--- src/hw/rtl/ttip_pkg.sv ---
// Shared constants, types and codes for the text to integer parser.
`default_nettype none

package ttip_pkg;

  localparam int VALUE_BITS = 64;
  localparam int MAX_CHARS  = 255;
  localparam int CHAR_W     = $clog2(MAX_CHARS + 1);
  localparam int OUT_W      = 64;
  localparam int OFF_W      = 8;
  localparam int BASE_W     = 6;
  localparam int PROD_W     = VALUE_BITS + BASE_W;
  localparam int CFG_IDX_W  = 1;

  localparam int MAX_BASE = 36;
  localparam int HEX_BASE = 16;
  localparam int OCT_BASE = 8;
  localparam int DEC_BASE = 10;
  localparam int MIN_BASE = 2;

  localparam logic [BASE_W-1:0] DIGIT_NONE        = '1;
  localparam logic [BASE_W-1:0] NUMBER_BASE_RESET = BASE_W'(DEC_BASE);
  localparam logic              SIGNED_MODE_RESET = 1'b1;

  typedef enum logic [CFG_IDX_W-1:0] {
    CFG_NUMBER_BASE = 1'b0,
    CFG_SIGNED_MODE = 1'b1
  } cfg_index_t;

  typedef enum logic [2:0] {
    PH_SPACE,
    PH_SIGNED,
    PH_ZERO,
    PH_XSEEN,
    PH_DIGITS,
    PH_DONE
  } phase_t;

  typedef struct packed {
    logic                 write;
    logic [CFG_IDX_W-1:0] index;
    logic [BASE_W-1:0]    data;
  } cfg_t;

  // One classified input byte.
  typedef struct packed {
    logic [BASE_W-1:0] digit;
    logic              space;
    logic              minus;
    logic              plus;
    logic              xchar;
    logic              last;
  } cmd_t;

  typedef struct packed {
    logic [OUT_W-1:0] value;
    logic [OFF_W-1:0] end_offset;
    logic             overflowed;
    logic             any_digits;
    logic             base_invalid;
  } result_t;

endpackage

`default_nettype wire

--- src/hw/rtl/ttip_front.sv ---
// Front end: classifies incoming bytes and queues them for the parse engine.
`default_nettype none

module ttip_front (
  input  wire logic          clk,
  input  wire logic          rst,
  input  wire logic          push,
  input  wire logic [7:0]    text_byte,
  input  wire logic          last_byte,
  output logic               full,
  input  wire logic          cmd_take,
  output ttip_pkg::cmd_t     cmd,
  output logic               cmd_avail
);
  import ttip_pkg::*;

  localparam int DEPTH = 4;
  localparam int AW    = $clog2(DEPTH);

  localparam logic [7:0] CH_ZERO    = 8'h30;
  localparam logic [7:0] CH_NINE    = 8'h39;
  localparam logic [7:0] CH_UP_A    = 8'h41;
  localparam logic [7:0] CH_UP_Z    = 8'h5a;
  localparam logic [7:0] CH_LO_A    = 8'h61;
  localparam logic [7:0] CH_LO_Z    = 8'h7a;
  localparam logic [7:0] CH_TAB     = 8'h09;
  localparam logic [7:0] CH_CR      = 8'h0d;
  localparam logic [7:0] CH_BLANK   = 8'h20;
  localparam logic [7:0] CH_MINUS   = 8'h2d;
  localparam logic [7:0] CH_PLUS    = 8'h2b;
  localparam logic [7:0] CH_UP_X    = 8'h58;
  localparam logic [7:0] CH_LO_X    = 8'h78;
  localparam logic [7:0] UP_BIAS    = CH_UP_A - 8'd10;
  localparam logic [7:0] LO_BIAS    = CH_LO_A - 8'd10;

  cmd_t          queue [DEPTH];
  logic [AW-1:0] wr_ptr;
  logic [AW-1:0] rd_ptr;
  logic [AW:0]   count;
  logic          wr_en;
  cmd_t          cmd_in;
  logic [7:0]    code;

  always_comb begin
    code = 8'hff;
    if (text_byte >= CH_ZERO && text_byte <= CH_NINE) begin
      code = text_byte - CH_ZERO;
    end else if (text_byte >= CH_UP_A && text_byte <= CH_UP_Z) begin
      code = text_byte - UP_BIAS;
    end else if (text_byte >= CH_LO_A && text_byte <= CH_LO_Z) begin
      code = text_byte - LO_BIAS;
    end
    cmd_in.digit = (code == 8'hff) ? DIGIT_NONE : code[BASE_W-1:0];
    cmd_in.space = (text_byte >= CH_TAB && text_byte <= CH_CR) || (text_byte == CH_BLANK);
    cmd_in.minus = (text_byte == CH_MINUS);
    cmd_in.plus  = (text_byte == CH_PLUS);
    cmd_in.xchar = (text_byte == CH_UP_X) || (text_byte == CH_LO_X);
    cmd_in.last  = last_byte;
  end

  assign full      = (count == (AW+1)'(DEPTH));
  assign wr_en     = push && !full;
  assign cmd_avail = (count != '0);
  assign cmd       = queue[rd_ptr];

  always_ff @(posedge clk) begin
    if (wr_en) begin
      queue[wr_ptr] <= cmd_in;
    end
  end

  always_ff @(posedge clk) begin
    if (rst) begin
      wr_ptr <= '0;
      rd_ptr <= '0;
      count  <= '0;
    end else begin
      if (wr_en) begin
        wr_ptr <= wr_ptr + 1'b1;
      end
      if (cmd_take) begin
        rd_ptr <= rd_ptr + 1'b1;
      end
      count <= count + (AW+1)'(wr_en) - (AW+1)'(cmd_take);
    end
  end

endmodule

`default_nettype wire

--- src/hw/rtl/ttip_back.sv ---
// Parse engine: steps the number grammar one classified byte per cycle unless stalled, and forms results.
`default_nettype none

module ttip_back (
  input  wire logic           clk,
  input  wire logic           rst,
  input  wire ttip_pkg::cfg_t cfg,
  input  wire ttip_pkg::cmd_t cmd,
  input  wire logic           cmd_avail,
  output logic                cmd_take,
  output logic                res_valid,
  output ttip_pkg::result_t   res,
  input  wire logic           res_full
);
  import ttip_pkg::*;

  localparam logic [VALUE_BITS-1:0] VALUE_TOP  = {1'b1, {(VALUE_BITS-1){1'b0}}};
  localparam logic [VALUE_BITS-1:0] VALUE_MASK = '1;

  // Configuration registers.
  logic [BASE_W-1:0] number_base;
  logic              signed_mode;

  // Parse state.
  phase_t                phase, phase_next;
  logic                  negative_sign, negative_sign_next;
  logic [BASE_W-1:0]     active_base, active_base_next;
  logic [VALUE_BITS-1:0] accumulator, accumulator_next;
  logic [CHAR_W-1:0]     char_index, char_index_next;
  logic [CHAR_W-1:0]     stop_index, stop_index_next;
  logic                  saturated_flag, saturated_flag_next;
  logic                  digit_seen, digit_seen_next;
  logic                  mode_latched, mode_latched_next;
  logic                  base_bad, base_bad_next;

  // Finish stage: final state of a string, waiting to become a result word.
  logic                  fin_valid;
  logic [VALUE_BITS-1:0] fin_acc;
  logic                  fin_sat;
  logic                  fin_neg;
  logic                  fin_mode;
  logic                  fin_bad;
  logic                  fin_seen;
  logic [CHAR_W-1:0]     fin_stop;

  logic                  first;
  phase_t                ph;
  logic                  do_first;
  logic                  do_digit;
  logic                  take;
  logic [BASE_W-1:0]     take_d;
  logic [BASE_W-1:0]     mul_base;
  logic [PROD_W-1:0]     product;
  logic [VALUE_BITS-1:0] limit;
  logic                  fin_room;
  logic                  fin_load;
  logic                  fin_drain;
  logic [VALUE_BITS-1:0] mag;
  logic [VALUE_BITS-1:0] signed_val;
  logic [VALUE_BITS-1:0] unsigned_val;

  always_ff @(posedge clk) begin
    if (rst) begin
      number_base <= NUMBER_BASE_RESET;
      signed_mode <= SIGNED_MODE_RESET;
    end else if (cfg.write) begin
      if (cfg.index == CFG_NUMBER_BASE) begin
        number_base <= cfg.data;
      end
      if (cfg.index == CFG_SIGNED_MODE) begin
        signed_mode <= cfg.data[0];
      end
    end
  end

  always_comb begin
    first = (phase == PH_SPACE) && (char_index == '0);

    phase_next          = phase;
    negative_sign_next  = negative_sign;
    active_base_next    = first ? number_base : active_base;
    mode_latched_next   = first ? signed_mode : mode_latched;
    base_bad_next       = first ? ((number_base == BASE_W'(1)) ||
                                   (number_base > BASE_W'(MAX_BASE)))
                                : base_bad;
    accumulator_next    = accumulator;
    stop_index_next     = stop_index;
    saturated_flag_next = saturated_flag;
    digit_seen_next     = digit_seen;
    char_index_next     = (char_index < CHAR_W'(MAX_CHARS)) ? char_index + 1'b1
                                                             : char_index;

    ph       = (first && base_bad_next) ? PH_DONE : phase;
    do_first = 1'b0;
    do_digit = 1'b0;
    take     = 1'b0;
    take_d   = '0;

    unique case (ph)
      PH_SPACE: begin
        if (cmd.space) begin
          phase_next = PH_SPACE;
        end else if (cmd.minus) begin
          negative_sign_next = 1'b1;
          phase_next         = PH_SIGNED;
        end else if (cmd.plus) begin
          phase_next = PH_SIGNED;
        end else begin
          do_first = 1'b1;
        end
      end
      PH_SIGNED: do_first = 1'b1;
      PH_ZERO: begin
        if (cmd.xchar) begin
          phase_next = PH_XSEEN;
        end else begin
          do_digit = 1'b1;
        end
      end
      PH_XSEEN: begin
        if (cmd.digit < BASE_W'(HEX_BASE)) begin
          active_base_next = BASE_W'(HEX_BASE);
          take             = 1'b1;
          take_d           = cmd.digit;
          phase_next       = PH_DIGITS;
        end else begin
          phase_next = PH_DONE;
        end
      end
      PH_DIGITS: do_digit = 1'b1;
      PH_DONE:   phase_next = PH_DONE;
      default:   phase_next = PH_DONE;
    endcase

    // A leading zero in automatic or hex base counts as a digit and may open a prefix.
    if (do_first) begin
      if (((active_base_next == '0) || (active_base_next == BASE_W'(HEX_BASE))) &&
          (cmd.digit == '0)) begin
        if (active_base_next == '0) begin
          active_base_next = BASE_W'(OCT_BASE);
        end
        take       = 1'b1;
        take_d     = '0;
        phase_next = PH_ZERO;
      end else begin
        if (active_base_next == '0) begin
          active_base_next = BASE_W'(DEC_BASE);
        end
        do_digit = 1'b1;
      end
    end

    if (do_digit) begin
      if (cmd.digit < active_base_next) begin
        take       = 1'b1;
        take_d     = cmd.digit;
        phase_next = PH_DIGITS;
      end else begin
        phase_next = PH_DONE;
      end
    end

    // Overflow test: acc * base + d > limit, done at full product width.
    mul_base = (active_base_next >= BASE_W'(MIN_BASE)) ? active_base_next
                                                       : BASE_W'(MIN_BASE);
    product  = PROD_W'(accumulator) * PROD_W'(mul_base) + PROD_W'(take_d);
    if (mode_latched_next) begin
      limit = negative_sign_next ? VALUE_TOP : VALUE_TOP - 1'b1;
    end else begin
      limit = VALUE_MASK;
    end

    if (take) begin
      digit_seen_next = 1'b1;
      stop_index_next = char_index_next;
      if (!saturated_flag) begin
        if (product > PROD_W'(limit)) begin
          saturated_flag_next = 1'b1;
        end else begin
          accumulator_next = product[VALUE_BITS-1:0];
        end
      end
    end
  end

  assign fin_drain = fin_valid && !res_full;
  assign fin_room  = !fin_valid || !res_full;
  assign cmd_take  = cmd_avail && (!cmd.last || fin_room);
  assign fin_load  = cmd_take && cmd.last;

  always_ff @(posedge clk) begin
    if (rst) begin
      phase          <= PH_SPACE;
      negative_sign  <= 1'b0;
      active_base    <= '0;
      accumulator    <= '0;
      char_index     <= '0;
      stop_index     <= '0;
      saturated_flag <= 1'b0;
      digit_seen     <= 1'b0;
      mode_latched   <= 1'b0;
      base_bad       <= 1'b0;
      fin_valid      <= 1'b0;
    end else begin
      if (cmd_take) begin
        if (cmd.last) begin
          // The string ends here: re-arm for the next one.
          phase          <= PH_SPACE;
          negative_sign  <= 1'b0;
          active_base    <= '0;
          accumulator    <= '0;
          char_index     <= '0;
          stop_index     <= '0;
          saturated_flag <= 1'b0;
          digit_seen     <= 1'b0;
          mode_latched   <= 1'b0;
          base_bad       <= 1'b0;
        end else begin
          phase          <= phase_next;
          negative_sign  <= negative_sign_next;
          active_base    <= active_base_next;
          accumulator    <= accumulator_next;
          char_index     <= char_index_next;
          stop_index     <= stop_index_next;
          saturated_flag <= saturated_flag_next;
          digit_seen     <= digit_seen_next;
          mode_latched   <= mode_latched_next;
          base_bad       <= base_bad_next;
        end
      end
      if (fin_load) begin
        fin_valid <= 1'b1;
      end else if (fin_drain) begin
        fin_valid <= 1'b0;
      end
    end
  end

  always_ff @(posedge clk) begin
    if (fin_load) begin
      fin_acc  <= accumulator_next;
      fin_sat  <= saturated_flag_next;
      fin_neg  <= negative_sign_next;
      fin_mode <= mode_latched_next;
      fin_bad  <= base_bad_next;
      fin_seen <= digit_seen_next;
      fin_stop <= stop_index_next;
    end
  end

  always_comb begin
    if (fin_sat) begin
      mag = fin_neg ? VALUE_TOP : VALUE_TOP - 1'b1;
    end else begin
      mag = fin_acc;
    end
    signed_val   = fin_neg ? (~mag + 1'b1) : mag;
    unsigned_val = fin_sat ? VALUE_MASK : (fin_neg ? (~fin_acc + 1'b1) : fin_acc);

    res = '0;
    if (fin_bad) begin
      res.base_invalid = 1'b1;
    end else begin
      res.value      = fin_mode ? OUT_W'($signed(signed_val)) : OUT_W'(unsigned_val);
      res.end_offset = fin_seen ? OFF_W'(fin_stop) : '0;
      res.overflowed = fin_sat;
      res.any_digits = fin_seen;
    end
  end

  assign res_valid = fin_valid;

endmodule

`default_nettype wire

--- src/hw/rtl/ttip_out_queue.sv ---
// Two-entry result queue in front of the pop side.
`default_nettype none

module ttip_out_queue (
  input  wire logic              clk,
  input  wire logic              rst,
  input  wire logic              wr,
  input  wire ttip_pkg::result_t wdata,
  input  wire logic              rd,
  output ttip_pkg::result_t      rdata,
  output logic                   full,
  output logic                   empty
);
  import ttip_pkg::*;

  localparam int DEPTH = 2;
  localparam int AW    = $clog2(DEPTH);

  result_t       slots [DEPTH];
  logic [AW-1:0] wr_ptr;
  logic [AW-1:0] rd_ptr;
  logic [AW:0]   count;
  logic          wr_en;
  logic          rd_en;

  assign full  = (count == (AW+1)'(DEPTH));
  assign empty = (count == '0);
  assign wr_en = wr && !full;
  assign rd_en = rd && !empty;
  assign rdata = slots[rd_ptr];

  always_ff @(posedge clk) begin
    if (wr_en) begin
      slots[wr_ptr] <= wdata;
    end
  end

  always_ff @(posedge clk) begin
    if (rst) begin
      wr_ptr <= '0;
      rd_ptr <= '0;
      count  <= '0;
    end else begin
      if (wr_en) begin
        wr_ptr <= wr_ptr + 1'b1;
      end
      if (rd_en) begin
        rd_ptr <= rd_ptr + 1'b1;
      end
      count <= count + (AW+1)'(wr_en) - (AW+1)'(rd_en);
    end
  end

endmodule

`default_nettype wire

--- src/hw/rtl/text_to_integer_parser.sv ---
// Top level of the streaming text to integer parser.
`default_nettype none

// Takes a string one byte a cycle through push/full, with last_byte on its final byte, and
// returns one result word per string through empty/pop. A byte queue of four words
// sits in front of a parse engine that handles one byte each cycle, though a string's
// last byte waits while results back up; the sustained rate is one byte per cycle while
// results are popped. The engine's single multiply-add by the base, with its overflow
// compare, sets that cycle. number_base and signed_mode take effect from the next string;
// write them only while no string is in flight.
module text_to_integer_parser (
  input  wire logic                           clk,
  input  wire logic                           rst,
  input  wire logic                           push,
  output logic                                full,
  input  wire logic [7:0]                     text_byte,
  input  wire logic                           last_byte,
  output logic                                empty,
  input  wire logic                           pop,
  output logic [ttip_pkg::OUT_W-1:0]          parsed_value,
  output logic [ttip_pkg::OFF_W-1:0]          end_offset,
  output logic                                overflowed,
  output logic                                any_digits,
  output logic                                base_invalid,
  input  wire logic                           cfg_write,
  input  wire logic [ttip_pkg::CFG_IDX_W-1:0] cfg_index,
  input  wire logic [ttip_pkg::BASE_W-1:0]    cfg_data
);
  import ttip_pkg::*;

  cfg_t    cfg;
  cmd_t    cmd;
  logic    cmd_avail;
  logic    cmd_take;
  logic    res_valid;
  result_t res;
  result_t head;
  logic    res_full;

  assign cfg.write = cfg_write;
  assign cfg.index = cfg_index;
  assign cfg.data  = cfg_data;

  ttip_front u_front (
    .clk       (clk),
    .rst       (rst),
    .push      (push),
    .text_byte (text_byte),
    .last_byte (last_byte),
    .full      (full),
    .cmd_take  (cmd_take),
    .cmd       (cmd),
    .cmd_avail (cmd_avail)
  );

  ttip_back u_back (
    .clk       (clk),
    .rst       (rst),
    .cfg       (cfg),
    .cmd       (cmd),
    .cmd_avail (cmd_avail),
    .cmd_take  (cmd_take),
    .res_valid (res_valid),
    .res       (res),
    .res_full  (res_full)
  );

  ttip_out_queue u_out_queue (
    .clk   (clk),
    .rst   (rst),
    .wr    (res_valid),
    .wdata (res),
    .rd    (pop),
    .rdata (head),
    .full  (res_full),
    .empty (empty)
  );

  assign parsed_value = head.value;
  assign end_offset   = head.end_offset;
  assign overflowed   = head.overflowed;
  assign any_digits   = head.any_digits;
  assign base_invalid = head.base_invalid;

endmodule

`default_nettype wire

--- config.mk ---
export PLATFORM = sky130hd
export DESIGN_NAME = text_to_integer_parser
export DESIGN_NICKNAME = d
export VERILOG_FILES = /design/src/hw/rtl/ttip_pkg.sv /design/src/hw/rtl/ttip_front.sv /design/src/hw/rtl/ttip_back.sv /design/src/hw/rtl/ttip_out_queue.sv /design/src/hw/rtl/text_to_integer_parser.sv
export SDC_FILE = /design/constraint.sdc
export NUM_CORES = 2
export LEC_CHECK = 0
export BUFFER_PORTS_ARGS = -buffer_cell sky130_fd_sc_hd__buf_2
export CAP_MARGIN = 10
export CORE_ASPECT_RATIO = 0.7
export CORE_MARGIN = 3
export CORE_UTILIZATION = 40
export CTS_BUF_LIST = sky130_fd_sc_hd__clkbuf_4 sky130_fd_sc_hd__clkbuf_8
export CTS_CLUSTER_DIAMETER = 50
export DETAILED_ROUTE_END_ITERATION = 8
export PLACE_DENSITY = 0.55
export REMOVE_ABC_BUFFERS = 1
export SKIP_CTS_REPAIR_TIMING = 1
export SYNTH_ARGS = -nofsm -noshare
export SYNTH_HDL_FRONTEND = slang
export SYNTH_SLANG_ARGS = --single-unit
--- constraint.sdc ---
create_clock -name clk -period 9.6 [get_ports clk]
set_clock_uncertainty 0.1 [all_clocks]
set_input_delay 0.96 -clock clk [delete_from_list [all_inputs] [get_ports clk]]
set_output_delay 0.96 -clock clk [all_outputs]
set_load 0.01 [all_outputs]
==> impl_metrics.toml <==
[timing]
relSlewSlack_pct = 18.2
slew_violations = 0
fin_ws_ns = -0.465
tns_ns = -45.53
worstMarginPinSlew_ns = 1.22
max_freq_mhz = 99.4
hold_violations = 0
finalSetupViolCount = 128
rsz0062_at_grt = "true"
min_period_ns = 10.06
fin_crit_sh_pct = 105

[clocking]
clock_tree.root_cell = "clkbuf_8"
cts_num_sinks = 387
htree_levels = 3
clock_latency_ns = 0.74
clk_path_buf_depth = 3
numCtsBuffers = 68
clk_pin_slew_worst_paths_ns = 0.06
cts_tree = "done"

[place]
portBuffers = 97
place_congestion = 0.903
dp_cells = 5048
dpl_cell_area_um2 = 39300
place_hpwl_um = 79000

[global_routing]
antenna_found_initial = 3
grt_overflow = 0
grt_pass1_vias = 27700
grt_pass1_wl_um = 163000
grt_max_degree = 79
grtUsageTotal_pct = 22.9

[final_layout]
final_cells = 5251
regArea_um2 = 10500
area_delta_synth_final_pct = 24.4
fillCellCount = 7835
multi_input_area_um2 = 23400
design.final.nets = 4569
design_area_um2 = 43100
drive_gt1_share_pct = 26.7
finish.utilization_pct = 50.6

[floorplan]
die_w_um = 358
pin_count = 98
die_h_um = 252
fp-row-count = 89
initial_core_util_pct = 40.7
dieArea_um2 = 90200
core_um2 = 85100

[power]
ir_drop_uv = 218
p_leak_nw = 19.3
total_power_w = 0.00990
p_per_area_nw_per_um2 = 230

[logic_synthesis]
yosysMostFrequentCell = "nand2_1"
syn_avg_cell_area_um2 = 9.66
synth_seq_area_share_pct = 30.2
async_reset_ff_share_pct = 0
synth_top_cell_by_area = "edfxtp_1"
ys_ff_latch = 387
yosys_warnings = 0
synthesis.area_um2 = 34600
synth_cells = 3585
synth.area.top_cells = "edfxtp_1, fa_1, ha_1"
synth_edf_count = 271
ys_top_cells_by_count = "nand2_1, edfxtp_1, fa_1"
synth_top_area_share_pct = 23.5
synth_ff_type = "edfxtp_1"
synth.distinct_cells = 90

[status]
status = "finished with violations"
violations = "setup timing"

[setup_path]
crit_required_ns = 9.98
path_common_cell = "buf_4"
cp.arrival_ns = 10.44
crit_type = "reg -> reg"
max_stage_delay_ns = 0.49
cp_top_family = "compound AO/OA/AOI/OAI gates"
crit_path_end_kind = "register"
crit_slowest_cell = "or4b_4"
start_kind = "register"
critPathMaxFanout = 9
crit_buf_inv = 10

[drt]
firstDrtPassIters = 6
drc = 0
dr_total_vias = 29100
wirelength_um = 109000
wl_per_cell_um = 20.8
viasPerCell = 5.55
drt_iter0_drc = 2796
antenna_left = 0

[job]
drv_cap = 0

[worst_hold_path]
hp-class = "in -> reg"
-- logic make-up after synthesis --
group / after synthesis / share of synthesized area (%)
adders and majority gates: 489 / 23.2
buffers and inverters: 471 / 5.43
AOI/OAI and AO/OA: 764 / 14.8
and+or+nand+nor: 1152 / 16.6
DFF: 387 / 30.2
xor gates and xnor gates: 140 / 3.54
muxes: 182 / 6.25
-- routing by layer --
layer  GRT usage (%)  share of wire [%]
met1            37.2                 50
met2            30.7                 40
met3            4.29                8.3
met4            5.20                1.9
met5               0                  0
-- sequential cells by signal (all words and copies together), names as in the netlist, 2 cells and up, named ones only --
register            flops
u_front.rd_ptr          2
u_back.phase            3
u_back.stop_index       8
u_back.accumulator     64
u_back.fin_acc         64
u_front.wr_ptr          2
u_back.char_index       8
u_front.count           3
u_back.number_base      6
u_out_queue.count       2
u_front.queue          44
u_back.fin_stop         8
u_back.active_base      6
u_out_queue.slots     150
-- report_power, final --
group          total [W]  switching (W)  internal (W)
Combinational    0.00525        0.00309       0.00217
Clock            0.00169       0.000746      0.000944
Sequential       0.00295       0.000472       0.00248
-- stage by stage --
stage / hold slack (ns) / setup WS [ns]
2_1_floorplan: 0.329 / -4.77
3_3_place_gp: 0.354 / -0.987
3_5_place_dp: 0.352 / -1.13
4_1_cts: 0.265 / -1.18
5_1_grt: 0.303 / -0.733
6_report: 0.344 / -0.465
-- placed cells by master (no fill, tap or decap), types with 24 or more instances in the layout --
master	netlist	routed
mux2_4	0	55
a221oi_1	60	55
o31ai_1	32	28
fa_1	253	253
o21ai_0	155	137
nand4_1	51	51
nor3_1	66	58
and3_1	56	53
a31oi_1	33	31
mux2_2	152	97
buf_4	7	489
xnor2_1	79	76
nand3_1	35	33
dfxtp_1	116	113
nor2b_1	25	24
xor2_1	61	56
buf_2	5	97
and2_1	215	214
clkbuf_8	0	73
ha_1	236	213
a22o_1	65	65
buf_12	0	24
or3_1	33	33
a21o_1	52	52
inv_1	226	219
nand2_1	358	355
edfxtp_1	271	271
nor2_1	219	204
a21oi_1	170	153
-- cell type report --
cell class | count | area share (%)
tap | 1137 | 3.30
antenna | 2 | 0.0116
inverter | 227 | 1.98
multi-input combinational | 2727 | 54.4
timing repair buffer | 648 | 12.5
clock buffer | 90 | 2.63
clock inverter | 33 | 0.831
sequential | 387 | 24.3
-- path summary, 6_finish.rpt --
path | from | to | slack (ns) | cells after the start
worst max-delay path | u_back.char_index[0] | u_back.fin_acc[53] | -0.46 | 43
worst min-delay path | cfg_data[3] | u_back.number_base[3] | 0.34 | 2
worst max register to register | u_back.char_index[0] | u_back.fin_acc[53] | -0.46 | 43
worst min register to register | u_back.digit_seen | u_back.digit_seen | 0.36 | 2
Note: power is estimated with default switching activity, not from simulation.
